===== config.mk =====
export PLATFORM = sky130hd
export DESIGN_NAME = cld_ctrl
export DESIGN_NICKNAME = d
export VERILOG_FILES = /design/src/rtl/cld_pkg.sv /design/src/rtl/cld_ctrl.sv
export VERILOG_INCLUDE_DIRS = /design/src /design/src/rtl
export SDC_FILE = /design/constraint.sdc
export NUM_CORES = 1
export LEC_CHECK = 0
export BUFFER_PORTS_ARGS = -buffer_cell sky130_fd_sc_hd__buf_4
export CAP_MARGIN = 20
export CORE_MARGIN = 2
export CORE_UTILIZATION = 43
export CTS_BUF_LIST = sky130_fd_sc_hd__clkbuf_4 sky130_fd_sc_hd__clkbuf_8 sky130_fd_sc_hd__clkbuf_16
export CTS_CLUSTER_SIZE = 8
export DETAILED_ROUTE_END_ITERATION = 12
export PLACE_DENSITY_LB_ADDON = 0.2
export SKIP_CTS_REPAIR_TIMING = 1
export SLEW_MARGIN = 20
export SYNTH_ARGS = -nofsm -noshare
export SYNTH_HDL_FRONTEND = slang
export SYNTH_SLANG_ARGS = --single-unit

===== constraint.sdc =====
create_clock -name clk -period 4.5 [get_ports clk]
set_input_delay 0.45 -clock clk [delete_from_list [all_inputs] [get_ports clk]]
set_output_delay 0.45 -clock clk [all_outputs]
set_load 0.01 [all_outputs]

===== src/rtl/compressor_level_detector_unit_assert.svh =====
// Assertion macros for the level detector.
`ifndef COMPRESSOR_LEVEL_DETECTOR_UNIT_ASSERT_SVH
`define COMPRESSOR_LEVEL_DETECTOR_UNIT_ASSERT_SVH
`ifndef NO_ASSERTIONS
`define CLD_ASSERT_IMP(label, a, c) \
  label: assert property (@(posedge clk) disable iff (rst) (a) |-> (c)) \
    else $error("assertion failed");
`define CLD_ASSERT_NEXT(label, a, c) \
  label: assert property (@(posedge clk) disable iff (rst) (a) |=> (c)) \
    else $error("assertion failed");
`else
`define CLD_ASSERT_IMP(label, a, c)
`define CLD_ASSERT_NEXT(label, a, c)
`endif
`endif


===== src/rtl/cld_pkg.sv =====
package cld_pkg;
  localparam int ChannelsDefault = 2;
  localparam int KeyW = 24;
  localparam int EnvW = 23;
  localparam int MsW = 32;
  localparam int CoefW = 16;
  localparam int LinkW = 17;
  localparam int CfgIdxW = 3;
  localparam int CfgDataW = 17;
  localparam logic [EnvW-1:0] EnvMax = {EnvW{1'b1}};
  localparam logic [MsW-1:0] MsMax = {MsW{1'b1}};
  localparam logic [LinkW-1:0] LinkFull = 17'h10000;

  typedef enum logic [CfgIdxW-1:0] {
    REG_DETECT_LAW = 3'd0, REG_RMS_COEF = 3'd1, REG_LINK = 3'd2, REG_ATTACK = 3'd3,
    REG_RELEASE = 3'd4, REG_AUTO_REL = 3'd5, REG_SLOW_CHARGE = 3'd6, REG_SLOW_RELEASE = 3'd7
  } reg_idx_t;

  typedef enum logic [3:0] {
    ST_IDLE, ST_MAG, ST_MS_A, ST_MS_B, ST_MS_C, ST_SQRT, ST_SQRT_END,
    ST_NEXT_MAG, ST_LINK, ST_FAST, ST_SLOW, ST_NEXT_FOL, ST_OUT
  } state_t;

  typedef struct packed {
    logic load;
    logic mag;
    logic ms_a;
    logic ms_b;
    logic ms_c;
    logic sqrt_start;
    logic sqrt_step;
    logic sqrt_end;
    logic do_link;
    logic fast;
    logic slow;
    logic out_load;
  } cmd_t;

  typedef struct packed {
    logic rms;
    logic sqrt_done;
    logic link_on;
    logic auto_rel;
  } sts_t;
endpackage


===== src/rtl/cld_ctrl.sv =====
module cld_ctrl #(
  parameter int Channels = cld_pkg::ChannelsDefault
) (
  input  logic clk,
  input  logic rst,
  input  logic in_valid,
  output logic in_ready,
  input  logic [1:0] in_count,
  input  logic out_free,
  input  cld_pkg::sts_t sts,
  output cld_pkg::cmd_t cmd,
  output logic ch
);
  import cld_pkg::*;

  state_t state, state_next;
  logic [1:0] active, active_next;
  logic ch_next;

  always_ff @(posedge clk) begin
    if (rst) begin
      state <= ST_IDLE;
      active <= '0;
      ch <= 1'b0;
    end else begin
      state <= state_next;
      active <= active_next;
      ch <= ch_next;
    end
  end

  always_comb begin
    state_next = state;
    active_next = active;
    ch_next = ch;
    cmd = '0;
    in_ready = 1'b0;
    unique case (state)
      ST_IDLE: begin
        in_ready = 1'b1;
        if (in_valid) begin
          cmd.load = 1'b1;
          ch_next = 1'b0;
          active_next = (in_count > 2'(Channels)) ? 2'(Channels) : in_count;
          state_next = (active_next == 2'd0) ? ST_OUT : ST_MAG;
        end
      end
      ST_MAG: begin
        cmd.mag = 1'b1;
        state_next = sts.rms ? ST_MS_A : ST_NEXT_MAG;
      end
      ST_MS_A: begin cmd.ms_a = 1'b1; state_next = ST_MS_B; end
      ST_MS_B: begin cmd.ms_b = 1'b1; state_next = ST_MS_C; end
      ST_MS_C: begin cmd.ms_c = 1'b1; state_next = ST_SQRT; cmd.sqrt_start = 1'b1; end
      ST_SQRT: begin
        cmd.sqrt_step = 1'b1;
        if (sts.sqrt_done) state_next = ST_SQRT_END;
      end
      ST_SQRT_END: begin cmd.sqrt_end = 1'b1; state_next = ST_NEXT_MAG; end
      ST_NEXT_MAG: begin
        if ({1'b0, ch} + 2'd1 < active) begin
          ch_next = 1'b1;
          state_next = ST_MAG;
        end else begin
          ch_next = 1'b0;
          state_next = (sts.link_on && active > 2'd1) ? ST_LINK : ST_FAST;
        end
      end
      ST_LINK: begin
        cmd.do_link = 1'b1;
        if (ch) begin
          ch_next = 1'b0;
          state_next = ST_FAST;
        end else begin
          ch_next = 1'b1;
        end
      end
      ST_FAST: begin
        cmd.fast = 1'b1;
        state_next = sts.auto_rel ? ST_SLOW : ST_NEXT_FOL;
      end
      ST_SLOW: begin cmd.slow = 1'b1; state_next = ST_NEXT_FOL; end
      ST_NEXT_FOL: begin
        if ({1'b0, ch} + 2'd1 < active) begin
          ch_next = 1'b1;
          state_next = ST_FAST;
        end else begin
          state_next = ST_OUT;
        end
      end
      ST_OUT: begin
        if (out_free) begin
          cmd.out_load = 1'b1;
          state_next = ST_IDLE;
        end
      end
      default: state_next = ST_IDLE;
    endcase
  end

  `include "compressor_level_detector_unit_assert.svh"
  `CLD_ASSERT_IMP(a_ready_idle, in_ready, state == ST_IDLE)
  `CLD_ASSERT_NEXT(a_load_leaves, cmd.load, state != ST_IDLE)
  `CLD_ASSERT_IMP(a_active_range, state != ST_IDLE, active <= 2'(Channels))
endmodule


==> impl_metrics.yaml, run 1 <==
run_status:
  status: "finished clean"
setup_path:
  reg2regPathDepth: 5
  crit_chain: "nor4_2 > nand2_1 > clkinv_1 > buf_4"
  cp_max_fo: 19
  crit_family: "flip-flops"
  reg2reg_to: "ch"
  endpoint: "cmd[11]"
  startpoint: "state[0]"
  r2r_setup_slack_ps: 2670
  critical_path_required_ps: 4050
  crit_slowest_cell: "dfxtp_1"
  path_class: "flop to primary output"
  critPathLaunchType: "flop"
  crit_cells: 4
  cp.arrival_ps: 1530
  slowest_delay_ps: 760
  critPathCaptureType: "primary output"
  critPathBufInv: 2
  r2r-start: "state[0]"
logic_synthesis:
  netlist_top_cells_count: "nor2_1 (8), nor3_1 (8), dfxtp_1 (7)"
  mappedNetlistArea_sq_um: 619
  synthFlopType: "dfxtp_1"
  async_flop_share: 0
  seq_area_frac_synth: 0.226
  ys_ff_latch: 7
  ys_warn_count: 0
  synth-edff-count: 0
  synth_top_area_share: 0.226
  synthTopCellsByArea: "dfxtp_1 (23%), nor3_1 (6.5%), nor2_1 (4.8%)"
  ys_types: 39
  yosysTopAreaCell: "dfxtp_1"
  syn-num-nets: 96
  syn_inst: 85
  postSynthAreaPerCell_sq_um: 7.29
timing:
  slew_violations: 0
  hold_viol: 0
  final.min_clock_period_ps: 1980
  setup_viol: 0
  tightest_slew_ps: 692
  fin_ws_ps: 2520
  finalSetupTns_ps: 0
  fmax_ghz: 0.504
  clock_skew_ps: 1.58
  relSlewSlack: 0.538
  rsz0062_at_grt: "no"
  period_share: 0.441
grt:
  grt_pass1_vias: 552
  grt_usage: 0.172
  grt_max_degree: 20
  grt_remaining_overflow: 0
  grt_pass1_wl_microns: 2350
  grt_antenna_before_repair: 0
clock_tree:
  clk_pin_slew_ps: 50
  cts_tree: "yes"
  cts_root_buffer: "clkbuf_4"
  cts_num_sinks: 7
  cts_buffer_depth: 2
  cts_made_buffers: 3
  htreeDepth: 1
  clk-insertion-delay-late_ps: 250
power_and_ir_drop:
  ir_drop_mv: 0.328
  p_leak_nw: 0.333
  p_per_area_nw_per_um2: 550
drt:
  via_per_inst: 5.63
  drt-initial-drc-count: 16
  drt_wl_total_microns: 1530
  drc_errors: 0
  wire_per_inst_microns: 12.7
  postRouteAntennaNets: 0
  vias: 675
  dr.pass1.iters: 4
floorplanning:
  initial_core_util: 0.470
  ios: 24
  dieArea_sq_um: 1760
  placementRows: 13
  fp.dieH_microns: 42.0
  chipWidth_microns: 42.0
  core_sq_um: 1320
min_path:
  min_path_type: "input port to flop"
  whs_path_depth: 2
placed_design:
  place.gp.congestion: 0.812
  dp_cells: 116
  hpwl_microns: 1140
  post-place-ws_ps: 2660
  portBuffers: 23
  placed_area_sq_um: 777
cells_and_area:
  utilization: 0.613
  stdcell_area_sq_um: 807
  nFillCells: 132
  stdcell_count: 120
  layout-drive-gt1-share: 0.314
  syn_to_final_growth_pct: 30.3
  nNetsFinal: 117
  diodes: 0
flow_run:
  maxCapViolCount: 0
## logic make-up (layout without fill, tap and decap cells)
logic type      count (synthesis)  after routing  synth area share
compound gates                 20             20             0.234
fa+ha+maj                       1              1            0.0202
simple gates                   40             40             0.366
mux                             2              2            0.0343
xor+xnor                        2              2            0.0283
flops                           7              7             0.226
buf+inv                        13             33            0.0909
## where the power goes
group	switching (mW)	internal, mW	leakage [nW]
Clock	0.0246	0.0399	0.0184
Combinational	0.112	0.128	0.257
Sequential	0.0598	0.0793	0.0572
Total	0.197	0.247	0.333
## worst min-delay path by stage
| stage | endpoint | slack (ps) | start |
|---|---|---|---|
| 6_report | state[0] | 410 | sts[2] |
| 5_1_grt | state[0] | 410 | sts[2] |
| 4_1_cts | active[0] | 410 | rst |
| 3_5_place_dp | active[1] | 480 | active[1] |
| 3_3_place_gp | active[1] | 460 | active[1] |
| 2_1_floorplan | active[1] | 440 | active[1] |
## worst register-to-register path, stage by stage, from the launching register on
cell and delay [ps]:
dfxtp_1 760, nand2b_4 120, or4_1 480, nand3_1 110, mux2i_1 210, nor2_1 50
## cell usage in the layout (no fill, tap or decap), types with 2 or more instances in the layout
master    netlist  layout
nor2_1          8       8
a21oi_1         5       5
nor2b_1         2       2
o21ai_0         3       3
nand2b_1        3       3
nor4_1          2       2
nor3_1          8       8
o32ai_1         2       2
xnor2_1         2       2
or4_1           2       2
dfxtp_1         7       7
clkbuf_4        0       4
or2_2           2       2
buf_4           1      23
inv_1           5       5
nand2_1         6       6
## layout make-up
class                      count  area, sq um  area share
multi-input combinational     65          423       0.524
timing repair buffer          23          173       0.214
sequential                     7          140       0.174
clock buffer                   4         30.0      0.0372
inverter                       6         22.5      0.0279
tap                           15         18.8      0.0233
## layer usage
| layer | vias to the layer above | track usage | routed length, microns |
|---|---|---|---|
| met5 | - | 0 | 0 |
| met4 | 0 | 0.0968 | 29 |
| met3 | 4 | 0.0304 | 128 |
| met2 | 27 | 0.272 | 669 |
| met1 | 294 | 0.218 | 699 |
| li1 | 350 | - | - |
## metrics by stage
step / hold WS (ps) / power [mW]
after floorplan: 444 / 0.306
after global placement: 463 / 0.377
after detailed placement: 479 / 0.380
after CTS: 413 / 0.444
after global routing: 413 / 0.475
final: 414 / 0.444
## flip-flops by register name, summed over array words and instances (netlist names)
name    cells
ch          1
active      2
state       4
No activity file was read; power rests on OpenSTA's default activity.
==> run 2, diff against run 1 <==
Settings changed: ABC_AREA from default to 1, CORE_UTILIZATION 43 to 42.
Clock period 4.5 ns to 1.7 ns, I/O delays scaled along.
==> run 2 against run 1 <==
Against the previous run: core utilization is 1.4 points higher; sequential share of layout area is 0.80 points lower; flip-flop and latch count unchanged; critical path type unchanged.
==> impl_metrics.yaml, run 2 <==
timing:
  final.min_clock_period_ps: 1550
  setup_viol: 0
  fmax_ghz: 0.644
  tightest_slew_ps: 261
  clock_skew_ps: 5.97
  hold_viol: 0
  relSlewSlack: 0.824
  period_share: 0.914
  fin_ws_ps: 146
  rsz0062_at_grt: "no"
  slew_violations: 0
  finalSetupTns_ps: 0
flow_run:
  maxCapViolCount: 0
placed_design:
  post-place-ws_ps: 292
  place.gp.congestion: 0.958
  dp_cells: 147
  portBuffers: 23
  hpwl_microns: 1410
setup_path:
  critical_path_required_ps: 1530
  critPathBufInv: 3
  cp_max_fo: 6
  crit_chain: "nor2_2 > inv_2 > nor2_8 > nand2_2 > inv_2 > buf_4"
  crit_slowest_cell: "dfxtp_1"
  slowest_delay_ps: 360
  r2r_setup_slack_ps: 290
  crit_family: "simple AND/OR/NAND/NOR gates"
  cp.arrival_ps: 1380
  path_common_cell: "inv_2"
  critPathLaunchType: "flop"
  critPathCaptureType: "primary output"
  path_class: "flop to primary output"
drt:
  drt-initial-drc-count: 7
  drt_wl_total_microns: 1680
  dr.pass1.iters: 4
  postRouteAntennaNets: 0
  vias: 746
  wire_per_inst_microns: 11.1
  drc_errors: 0
  via_per_inst: 4.94
floorplanning:
  core_sq_um: 1350
  ios: 24
  initial_core_util: 0.468
  chipWidth_microns: 42.8
  fp.dieH_microns: 42.8
  dieArea_sq_um: 1830
  placementRows: 13
logic_synthesis:
  mappedNetlistArea_sq_um: 632
  async_flop_share: 0
  synthTopCellsByArea: "dfxtp_1 (22%), nand2_1 (14%), nor2_1 (11%)"
  synthFlopType: "dfxtp_1"
  seq_area_frac_synth: 0.222
  ys_ff_latch: 7
  synth_top_area_share: 0.222
  netlist_top_cells_count: "nand2_1 (23), nor2_1 (18), inv_1 (13)"
  postSynthAreaPerCell_sq_um: 5.74
  ys_warn_count: 0
  synth-edff-count: 0
  syn_inst: 110
  syn-num-nets: 121
  synth.most_common_cell: "nand2_1"
  ys_types: 19
  yosysTopAreaCell: "dfxtp_1"
clock_tree:
  cts_tree: "yes"
  cts_made_buffers: 3
  cts_buffer_depth: 2
  clk_pin_slew_ps: 60
  htreeDepth: 1
  clk-insertion-delay-late_ps: 270
  cts_num_sinks: 7
  cts_root_buffer: "clkbuf_4"
power_and_ir_drop:
  p_leak_nw: 0.463
  ir_drop_mv: 1.03
  power.switching_mw: 0.821
  clockPowerShare: 0.113
  p_sw_frac: 0.523
  seq_power_share: 0.193
  power_frac_comb: 0.695
  p_per_area_nw_per_um2: 1860
  internal_power_mw: 0.750
cells_and_area:
  nNetsFinal: 148
  largest_register_ffs: 4
  layout-drive-gt1-share: 0.368
  nFillCells: 121
  top_regs: "state x4, active x2, ch x1"
  syn_to_final_growth_pct: 33.9
  stdcell_count: 151
  regMostFlops: "state"
  final_cell_mix: "nand2_1 (23), buf_4 (23), nor2_1 (18), inv_1 (13)"
  diodes: 0
grt:
  grt_max_degree: 7
  grt_remaining_overflow: 0
  grt_usage: 0.215
  grt_pass1_wl_microns: 2970
  grt_antenna_before_repair: 0
  grt_pass1_vias: 724
run_status:
  status: "finished clean"
min_path:
  min_path_type: "input port to flop"
-- run 2: cell type report --
type                    count  area (sq um)  share of cell area
inverters                  22          82.6              0.0976
repair buffers             23           173               0.204
clock buffers               4          30.0              0.0355
flip-flops and latches      7           140               0.166
well taps                  15          18.8              0.0222
multi-input cells          80           402               0.475
-- run 2: path summary, 6_finish.rpt --
path,startpoint,to,depth (start not counted)
worst max-delay path,state[0],cmd[11],6
worst min-delay path,rst,state[3],2
worst min register to register,active[0],active[0],2
worst max register to register,active[1],state[2],8
-- run 2: power by group through the flow --
stage               clock (mW)  sequential (mW)  combinational (mW)
CTS                      0.180            0.302                1.09
global placement             0            0.302                1.07
finish                   0.177            0.303                1.09
detailed placement           0            0.306                1.09
floorplan                    0            0.296               0.794
global route             0.190            0.314                1.23
-- run 2: per-layer routing --
| metal | global-route usage | up-vias | share of wire |
|---|---|---|---|
| met5 | 0 | - | 0 |
| met4 | 0.100 | 0 | 0.021 |
| met3 | 0.0681 | 5 | 0.046 |
| met2 | 0.333 | 13 | 0.48 |
| met1 | 0.267 | 335 | 0.45 |
| li1 | - | 393 | - |
-- run 2: cell families after synthesis --
family	count (synthesis)	share of synthesized area
compound gates	12	0.103
fa+ha+maj	1	0.0198
flops	7	0.222
buf+inv	23	0.143
simple gates	67	0.513
-- run 2: per-stage QoR --
stage | utilization | area (sq um) | power [mW] | hold slack, ps
floorplan | - | 632 | 1.09 | 239
global placement | 0.604 | 816 | 1.38 | 378
detailed placement | 0.604 | 816 | 1.39 | 390
CTS | 0.627 | 846 | 1.57 | 108
global route | 0.627 | 846 | 1.73 | 117
finish | 0.627 | 846 | 1.57 | 111
==> run 3, diff against run 2 <==
Settings changed: ABC_AREA 1 to default.
==> run 3 against run 2 <==
Against the previous run: cell count decreased by 15%; global-route usage is 2.9 points lower; clock skew is 4.4 ps lower; worst setup slack worse by 52 ps; critical path type is now flop to flop; sequential share of layout area fell by 0.35 points; core utilization is 3.9 points higher; fmax decreased by 3.2%; die area down 1.8%.
==> impl_metrics.yaml, run 3 (synthesis results as in run 1) <==
floorplanning:
  ios: 24
  initial_core_util: 0.464
  fp.dieH_microns: 42.4
  core_sq_um: 1330
  dieArea_sq_um: 1800
  chipWidth_microns: 42.4
  placementRows: 13
grt:
  grt_pass1_wl_microns: 2590
  grt_pass1_vias: 609
  grt_max_degree: 11
  grt_antenna_before_repair: 0
  grt_remaining_overflow: 0
  grt_usage: 0.186
placed_design:
  post-place-ws_ps: 74.8
  placed_area_sq_um: 837
  portBuffers: 23
  hpwl_microns: 1270
  place.gp.congestion: 0.772
timing:
  fmax_ghz: 0.623
  relSlewSlack: 0.777
  period_share: 0.944
  finalSetupTns_ps: 0
  clock_skew_ps: 1.56
  setup_viol: 0
  rsz0062_at_grt: "no"
  tightest_slew_ps: 334
  slew_violations: 0
  fin_ws_ps: 94.6
  hold_viol: 0
  final.min_clock_period_ps: 1610
min_path:
  hp-start: "sts[2]"
  min_path_type: "input port to flop"
  min_to: "state[0]"
  whs_path_depth: 2
flow_run:
  maxCapViolCount: 0
clock_tree:
  cts_made_buffers: 3
  cts_root_buffer: "clkbuf_4"
  clk_pin_slew_ps: 50
  htreeDepth: 1
  cts_buffer_depth: 2
  cts_tree: "yes"
  cts_num_sinks: 7
  clk-insertion-delay-late_ps: 250
power_and_ir_drop:
  power.switching_mw: 0.558
  p_leak_nw: 0.384
  clockPowerShare: 0.132
  internal_power_mw: 0.747
  p_sw_frac: 0.427
  seq_power_share: 0.217
  power_frac_comb: 0.651
  p_per_area_nw_per_um2: 1470
  ir_drop_mv: 0.746
setup_path:
  path_class: "flop to flop"
  critPathCaptureType: "flop"
  reg2reg_to: "ch"
  cp.arrival_ps: 1750
  cp_max_fo: 3
  reg2regPathDepth: 7
  critPathLaunchType: "flop"
  r2r_setup_slack_ps: 90
  r2r-start: "active[1]"
  critical_path_required_ps: 1850
cells_and_area:
  top_regs: "state x4, active x2, ch x1"
  final_common_cell: "buf_4"
  largest_register_ffs: 4
  syn_to_final_growth_pct: 43.2
  nNetsFinal: 125
  layout-drive-gt1-share: 0.407
  final_cell_mix: "buf_4 (31), nor3_1 (8), nor2_1 (8)"
  diodes: 0
  regMostFlops: "state"
  stdcell_area_sq_um: 887
drt:
  postRouteAntennaNets: 0
  drc_errors: 0
  drt-initial-drc-count: 19
  dr.pass1.iters: 4
  via_per_inst: 5.65
  drt_wl_total_microns: 1610
  wire_per_inst_microns: 12.6
  vias: 723
run_status:
  status: "finished clean"
[run 3: changes by cell type in the layout (fill, tap and decap cells not counted), sizes merged, moves of 3 or more]
cell / delta
buf: +8
inv: -17
nand2: -23
nand2b: +4
nand3: -8
nor2: -17
nor3: +8
o32ai: +3
[run 3: how the worst max path moves through the flow]
stage,from,to,cells after the start
finish,active[1],ch,7
global route,state[0],cmd[11],5
CTS,state[1],cmd[11],5
detailed placement,active[1],ch,7
global placement,active[1],ch,7
floorplan,ch,ch,6
[run 3: final cells by class]
| class | count | area, sq um |
|---|---|---|
| well taps | 15 | 18.8 |
| flip-flops and latches | 7 | 144 |
| inverters | 6 | 22.5 |
| repair buffers | 31 | 233 |
| multi-input cells | 65 | 439 |
| clock buffers | 4 | 30.0 |
| fillers | 127 | 447 |
[run 3: critical path, stage by stage (launching register included)]
cell	delay, ps
dfxtp_2	330
inv_1	40
ha_1	260
a21boi_1	140
or4_1	420
nand3_2	80
mux2i_1	190
nor2_1	50
[run 3: through the flow]
step           instances  power [mW]  hold slack (ps)  utilization
6_report             128        1.30              126        0.665
2_1_floorplan         85       0.811              239            -
4_1_cts              128        1.26              135        0.650
3_3_place_gp         124        1.08              394        0.628
3_5_place_dp         124        1.09              403        0.628
5_1_grt              128        1.40              126        0.665
[run 3: routing by layer]
metal  global-route usage  up-vias  share of wire
met5                    0        -              0
met2                0.289       26           0.47
met1                0.244      328           0.44
met4               0.0938        0          0.015
met3               0.0302        4          0.068
li1                     -      365              -
[run 3: power by group through the flow]
stage | registers (mW) | clock network [mW] | logic, mW
floorplan | 0.241 | 0 | 0.570
global placement | 0.279 | 0 | 0.797
detailed placement | 0.281 | 0 | 0.809
CTS | 0.278 | 0.173 | 0.813
global route | 0.293 | 0.181 | 0.930
finish | 0.283 | 0.172 | 0.850
